**src/rtl/tnt_pkg.sv**
```systemverilog
// Shared constants and controller/datapath interface types for the triangle normal unit.
`default_nettype none
package tnt_pkg;

   localparam int KEEP_BITS  = 30;
   localparam int MUL_W      = KEEP_BITS + 1;
   localparam int SUM_W      = 2 * KEEP_BITS + 2;
   localparam int CNT_W      = 5;
   localparam int MUL_LAST   = 14;
   localparam int SQ_LAST    = 3;
   localparam int ROOT_LAST  = KEEP_BITS;
   localparam int LANE_LAST  = 2;

   typedef struct packed {
      logic       store_corner;
      logic       corner_idx;
      logic       start_tri;
      logic       mul_en;
      logic       sq_en;
      logic [3:0] step;
      logic       load_mag;
      logic       shift_en;
      logic       root_init;
      logic       root_step;
      logic       div_init;
      logic       div_step;
      logic       div_store;
      logic [1:0] lane;
      logic       set_sel;
      logic       zero_set;
      logic       publish;
   } tnt_cmd_type;

   typedef struct packed {
      logic vec_zero;
      logic det_zero;
      logic over;
   } tnt_status_type;

endpackage
`default_nettype wire

```
**src/rtl/tnt_controller.sv**
```systemverilog
// Sequencer for corner capture, products, normalization steps and result handoff.
`default_nettype none
module tnt_controller
   import tnt_pkg::*;
#(
   parameter int FRAC_BITS = 16
) (
   input  wire logic           clock,
   input  wire logic           reset,
   input  wire logic           req_valid,
   output logic                req_stall,
   input  wire logic           req_end_of_mesh,
   output logic                rsp_valid,
   input  wire logic           rsp_stall,
   input  wire tnt_status_type status,
   output tnt_cmd_type         cmd
);

   localparam logic [3:0] S_IDLE   = 4'd0;
   localparam logic [3:0] S_MUL    = 4'd1;
   localparam logic [3:0] S_LOAD   = 4'd2;
   localparam logic [3:0] S_SHIFT  = 4'd3;
   localparam logic [3:0] S_SQ     = 4'd4;
   localparam logic [3:0] S_RINIT  = 4'd5;
   localparam logic [3:0] S_ROOT   = 4'd6;
   localparam logic [3:0] S_DINIT  = 4'd7;
   localparam logic [3:0] S_DIV    = 4'd8;
   localparam logic [3:0] S_DSTORE = 4'd9;
   localparam logic [3:0] S_FINISH = 4'd10;

   logic [3:0]       state_ff, state_in;
   logic [CNT_W-1:0] cnt_ff, cnt_in;
   logic [1:0]       count_ff, count_in;
   logic [1:0]       lane_ff, lane_in;
   logic             sel_ff, sel_in;
   logic             valid_ff, valid_in;

   assign req_stall = (state_ff != S_IDLE);
   assign rsp_valid = valid_ff;

   always_comb begin
      cmd            = '0;
      cmd.step       = cnt_ff[3:0];
      cmd.lane       = lane_ff;
      cmd.set_sel    = sel_ff;
      cmd.corner_idx = count_ff[0];
      state_in       = state_ff;
      cnt_in         = cnt_ff;
      count_in       = count_ff;
      lane_in        = lane_ff;
      sel_in         = sel_ff;
      valid_in       = valid_ff && rsp_stall;
      case (state_ff)
         S_IDLE: begin
            if (req_valid) begin
               if (count_ff != 2'd2) begin
                  if (req_end_of_mesh) begin
                     count_in = 2'd0;
                  end else begin
                     cmd.store_corner = 1'b1;
                     count_in         = count_ff + 2'd1;
                  end
               end else begin
                  cmd.start_tri = 1'b1;
                  count_in      = 2'd0;
                  cnt_in        = '0;
                  state_in      = S_MUL;
               end
            end
         end
         S_MUL: begin
            cmd.mul_en = 1'b1;
            if (cnt_ff == CNT_W'(MUL_LAST)) begin
               sel_in   = 1'b0;
               state_in = S_LOAD;
            end else begin
               cnt_in = cnt_ff + 1'b1;
            end
         end
         S_LOAD: begin
            if ((sel_ff && status.det_zero) || status.vec_zero) begin
               cmd.zero_set = 1'b1;
               if (sel_ff) begin
                  state_in = S_FINISH;
               end else begin
                  sel_in = 1'b1;
               end
            end else begin
               cmd.load_mag = 1'b1;
               state_in     = S_SHIFT;
            end
         end
         S_SHIFT: begin
            if (status.over) begin
               cmd.shift_en = 1'b1;
            end else begin
               cnt_in   = '0;
               state_in = S_SQ;
            end
         end
         S_SQ: begin
            cmd.sq_en = 1'b1;
            if (cnt_ff == CNT_W'(SQ_LAST)) begin
               state_in = S_RINIT;
            end else begin
               cnt_in = cnt_ff + 1'b1;
            end
         end
         S_RINIT: begin
            cmd.root_init = 1'b1;
            cnt_in        = '0;
            state_in      = S_ROOT;
         end
         S_ROOT: begin
            cmd.root_step = 1'b1;
            if (cnt_ff == CNT_W'(ROOT_LAST)) begin
               lane_in  = 2'd0;
               state_in = S_DINIT;
            end else begin
               cnt_in = cnt_ff + 1'b1;
            end
         end
         S_DINIT: begin
            cmd.div_init = 1'b1;
            cnt_in       = '0;
            state_in     = S_DIV;
         end
         S_DIV: begin
            cmd.div_step = 1'b1;
            if (cnt_ff == CNT_W'(FRAC_BITS)) begin
               state_in = S_DSTORE;
            end else begin
               cnt_in = cnt_ff + 1'b1;
            end
         end
         S_DSTORE: begin
            cmd.div_store = 1'b1;
            if (lane_ff == 2'(LANE_LAST)) begin
               if (sel_ff) begin
                  state_in = S_FINISH;
               end else begin
                  sel_in   = 1'b1;
                  state_in = S_LOAD;
               end
            end else begin
               lane_in  = lane_ff + 2'd1;
               state_in = S_DINIT;
            end
         end
         S_FINISH: begin
            if (!valid_ff || !rsp_stall) begin
               cmd.publish = 1'b1;
               valid_in    = 1'b1;
               state_in    = S_IDLE;
            end
         end
         default: begin
            state_in = S_IDLE;
         end
      endcase
   end

   always_ff @(posedge clock) begin
      if (reset) begin
         state_ff <= S_IDLE;
         cnt_ff   <= '0;
         count_ff <= 2'd0;
         lane_ff  <= 2'd0;
         sel_ff   <= 1'b0;
         valid_ff <= 1'b0;
      end else begin
         state_ff <= state_in;
         cnt_ff   <= cnt_in;
         count_ff <= count_in;
         lane_ff  <= lane_in;
         sel_ff   <= sel_in;
         valid_ff <= valid_in;
      end
   end

endmodule
`default_nettype wire

```
**config.mk**
```make
export PLATFORM = sky130hd
export DESIGN_NAME = tnt_controller
export DESIGN_NICKNAME = d
export VERILOG_FILES = /design/src/rtl/tnt_pkg.sv /design/src/rtl/tnt_controller.sv
export SDC_FILE = /design/constraint.sdc
export NUM_CORES = 1
export LEC_CHECK = 0
export ABC_AREA = 1
export BUFFER_PORTS_ARGS = -buffer_cell sky130_fd_sc_hd__buf_2
export CORE_MARGIN = 4
export CORE_UTILIZATION = 55
export CTS_BUF_LIST = sky130_fd_sc_hd__clkbuf_8
export CTS_CLUSTER_SIZE = 40
export DETAILED_ROUTE_END_ITERATION = 10
export GPL_TIMING_DRIVEN = 0
export PLACE_DENSITY = 0.82
export SYNTH_ARGS = -nofsm -noshare
export SYNTH_HDL_FRONTEND = slang
export SYNTH_SLANG_ARGS = --single-unit
```
**constraint.sdc**
```tcl
create_clock -name clock -period 3.45 [get_ports clock]
set_input_delay 0.5175 -clock clock [delete_from_list [all_inputs] [get_ports clock]]
set_output_delay 0.5175 -clock clock [all_outputs]
set_load 0.05 [all_outputs]
```
Word-level counts from Yosys, hierarchy flattened

Index checks and enable logic that the tools add are counted.

$add $sub $neg: 3
Equal/unequal tests: 32
Multiplexer cells: 54
Reduce and logical (&&, ||, !) cells: 17

Operator list:

| operator            | count |
|---|---|
| $mux 4              | 12 |
| $pmux 4 s11         | 1 |
| $mux 5              | 7 |
| $pmux 5 s7          | 1 |
| $ne 2x2->1 const B  | 16 |
| $mux 1              | 27 |
| $eq 4x3->1 const B  | 4 |
| $eq 4x4->1 const B  | 3 |
| $eq 5x5->1 const B  | 2 |
| $reduce_and 9->1    | 1 |
| $eq 4x2->1 const B  | 2 |
| $mux 2              | 4 |
| $reduce_and 8->1    | 1 |
| $reduce_bool 7->1   | 1 |
| $add 5x1->5 const B | 1 |
| $eq 5x2->1 const B  | 1 |
| $eq 5x4->1 const B  | 1 |
| $add 2x1->2 const B | 2 |
| $eq 4x1->1 const B  | 1 |
| $logic_not 4->1     | 1 |
| $pmux 2 s2          | 1 |
| $reduce_and 4->1    | 1 |
| $reduce_bool 4->1   | 1 |
| $ne 3x3->1 const B  | 1 |
| 10 further kinds    | 13 |

Bits in registers: 15
Input port bits: 8
Output and inout port bits: 23

Depth between registers and ports, before layout

Depth in word-level cells: 4
Gate-level depth with buffers: 11
Gate-level depth less buffers: 11

Worst setup path before layout

No wires, ideal clock.

Kind: register -> output
Start: register state_ff[1]
End: output port cmd[18] (netlist name)
Arrival: 1.416 ns
Data required time: 2.932 ns
Path slack: 1.517 ns
Cell stages (with the launch flop): 4
Buffers on the path: 0
Path through: dfxtp_1 > nor2_1 > nand3_1 > nor2_1

RTL lines:

| item                   | RTL line              | RTL |
|---|---|---|
| start, declared        | tnt_controller.sv:31  | `logic [3:0] state_ff, state_in;` |
| start signal, assigned | tnt_controller.sv:172 | `state_ff <= state_in;` |
| end, declared          | tnt_controller.sv:16  | `output tnt_cmd_type cmd` |

==> impl_metrics.env <==
export IMPL_outcome="completed"
export IMPL_viasPerCell=5.05
export IMPL_antenna_cells=0
export IMPL_numCtsBuffers=3
export IMPL_die_height_um=55.9
export IMPL_via_count=1353
export IMPL_final_common_cell="nand2_1"
export IMPL_required_ns=2.93
export IMPL_portBuffers=29
export IMPL_syn_instance_count=207
export IMPL_root_buffer="clkbuf_8"
export IMPL_drive_gt1_share_pct=25.8
export IMPL_power_leakage_nw=0.807
export IMPL_drtIter0Drc=34
export IMPL_path_clk_slew_ns=0.06
export IMPL_hp_start="rsp_valid$_SDFF_PP0_"
export IMPL_gr_usage_met2_pct=33.4
export IMPL_synth_area_um2=1260
export IMPL_synth_seq_cells=15
export IMPL_yosysWarnings=0
export IMPL_rr_startpoint="cnt_ff[0]$_SDFFE_PP0P_"
export IMPL_wl_per_cell_um=10.7
export IMPL_overflow=0
export IMPL_drv_slew=0
export IMPL_hold_violations=0
export IMPL_p_per_area_nw_per_um2=990
export IMPL_syn_nets=220
export IMPL_synth_seq_area_share_pct=23.8
export IMPL_start_util_pct=57.7
export IMPL_fmax_mhz=484
export IMPL_gp_congestion=0.846
export IMPL_dieArea_um2=3130
export IMPL_arrival_ns=1.55
export IMPL_cts_tree="yes"
export IMPL_skew_ns=0.00322
export IMPL_finalPower_mw=1.47
export IMPL_core_area_um2=2190
export IMPL_finalSetupViolCount=0
export IMPL_vdd_ir_drop_worst_uv=746
export IMPL_r2r_slack_ns=1.79
export IMPL_ioPinCount=31
export IMPL_die_w_um=55.9
export IMPL_clockBufferDepth=2
export IMPL_min_period_ns=2.06
export IMPL_drv_cap=0
export IMPL_h_tree_depth=1
export IMPL_cts_sinks=15
export IMPL_cts_resized=0
export IMPL_dr_pass1_iters=4
export IMPL_grt_start_max_net_pins=11
export IMPL_grt_use_met3_pct=3.25
export IMPL_final_cell_mix="nand2_1 (48), nor2_1 (30), buf_2 (30)"
export IMPL_grt_usage_pct=18.8
export IMPL_syn_avg_cell_area_um2=6.10
export IMPL_grtUsageMet1_pct=23.0
export IMPL_worstPathMaxFanout=7
export IMPL_max_slew_margin_rel_pct=73.0
export IMPL_cp_end_kind="output pin"
export IMPL_antenna_found_initial=0
export IMPL_fin_crit_sh_pct=59.8
export IMPL_drc=0
export IMPL_post_cts_buffers=0
export IMPL_holdCritPathClass="flip-flop to flip-flop"
export IMPL_grt_pass1_wl_mm=4.84
export IMPL_grt_pass1_vias=1164
export IMPL_dp_hpwl_mm=2.32
export IMPL_worstMarginPinSlew_ns=0.404
export IMPL_tns_ns=0
export IMPL_clock_latency_ns=0.25
export IMPL_cp_startpoint="state_ff[1]$_SDFFE_PP0P_"
export IMPL_num_rows=17
export IMPL_nets=254
export IMPL_rsz0062_at_grt="no"
export IMPL_cp_start_kind="flip-flop"
export IMPL_hold_buffers=0
export IMPL_critPathKind="flip-flop to output pin"
export IMPL_area_delta_synth_final_pct=17.8
export IMPL_ys_types=24
export IMPL_drt_wl_total_mm=2.87
export IMPL_busiest_layer="met2"
export IMPL_ant_nets=0
==> synthesized netlist by cell type <==
cell type / count / area (um^2)
nor3_1: 1 / 5.00
nand3_1: 22 / 110
o211ai_1: 1 / 7.51
nand2_1: 48 / 180
o22ai_1: 1 / 6.26
nor3_2: 1 / 10.0
nor2_4: 5 / 56.3
buf_2: 1 / 5.00
dfxtp_1: 15 / 300
ha_1: 5 / 62.6
inv_1: 27 / 101
inv_2: 3 / 11.3
o21ai_1: 2 / 10.0
o21a_1: 1 / 7.51
o21ai_0: 6 / 30.0
nand3b_1: 1 / 7.51
nand2_2: 5 / 31.3
nor2_2: 5 / 31.3
nand2_4: 3 / 33.8
nand4_1: 2 / 12.5
xnor2_1: 1 / 8.76
buf_4: 7 / 52.6
a21oi_1: 14 / 70.1
nor2_1: 30 / 113
==> final timing paths <==
path,to,cells after the start
setup / recovery,cmd[20],4
setup reg to reg,cnt_ff[4]$_SDFFE_PP0P_,10
hold / removal,rsp_valid$_SDFF_PP0_,2
hold reg to reg,rsp_valid$_SDFF_PP0_,2
==> layer usage <==
layer	wire length, um	up-vias
met5	0	-
met2	1430	30
met4	19	0
li1	-	712
met3	171	2
met1	1240	609
==> sequential cells by signal, indices dropped and copies added (netlist names) <==
name,count
sel_ff,1
rsp_valid,1
state_ff,4
lane_ff,2
count_ff,2
cnt_ff,5
==> area by class of cell <==
class	instances	area (um^2)
Buffer	8	57.6
Clock buffer	3	41.3
Clock inverter	1	3.75
Fill cell	222	702
Inverter	30	113
Multi-Input combinational cell	154	793
Sequential cell	15	300
Tap cell	28	35.0
Timing Repair Buffer	29	145
==> power breakdown <==
group	internal (mW)	leakage, nW	switching [mW]
sequential	0.219	0.122	0.0740
clock	0.0789	0.0269	0.0653
combinational	0.305	0.658	0.731
==> critical path, cell delays in order (launching register included) <==
cell and delay (ns):
dfxtp_1 0.38, nor2_1 0.27, nand3_1 0.20, nor3_2 0.16, buf_2 0.29
==> through the flow <==
step                      hold slack (ns)  instance area, um^2  std cells  worst slack, ns  util (%)
final                               0.490                 1490        268             1.39      68.0
after global placement              0.482                 1440        264             1.66      65.9
after detailed placement            0.483                 1440        264             1.68      65.9
after floorplan                     0.468                 1260        207             1.52         -
after global routing                0.518                 1490        268             1.20      68.0
after CTS                           0.492                 1490        268             1.39      68.0
==> cells by family (layout without fill, tap and decap cells) <==
| group | after synthesis | after routing | synth area share [%] |
|---|---|---|---|
| simple gates | 123 | 123 | 46.7 |
| buf+inv | 38 | 71 | 13.5 |
| compound gates | 25 | 25 | 10.4 |
| flops | 15 | 15 | 23.8 |
| fa+ha+maj | 5 | 5 | 4.95 |
| xor+xnor | 1 | 1 | 0.693 |
(Power assumes the default switching activity.)
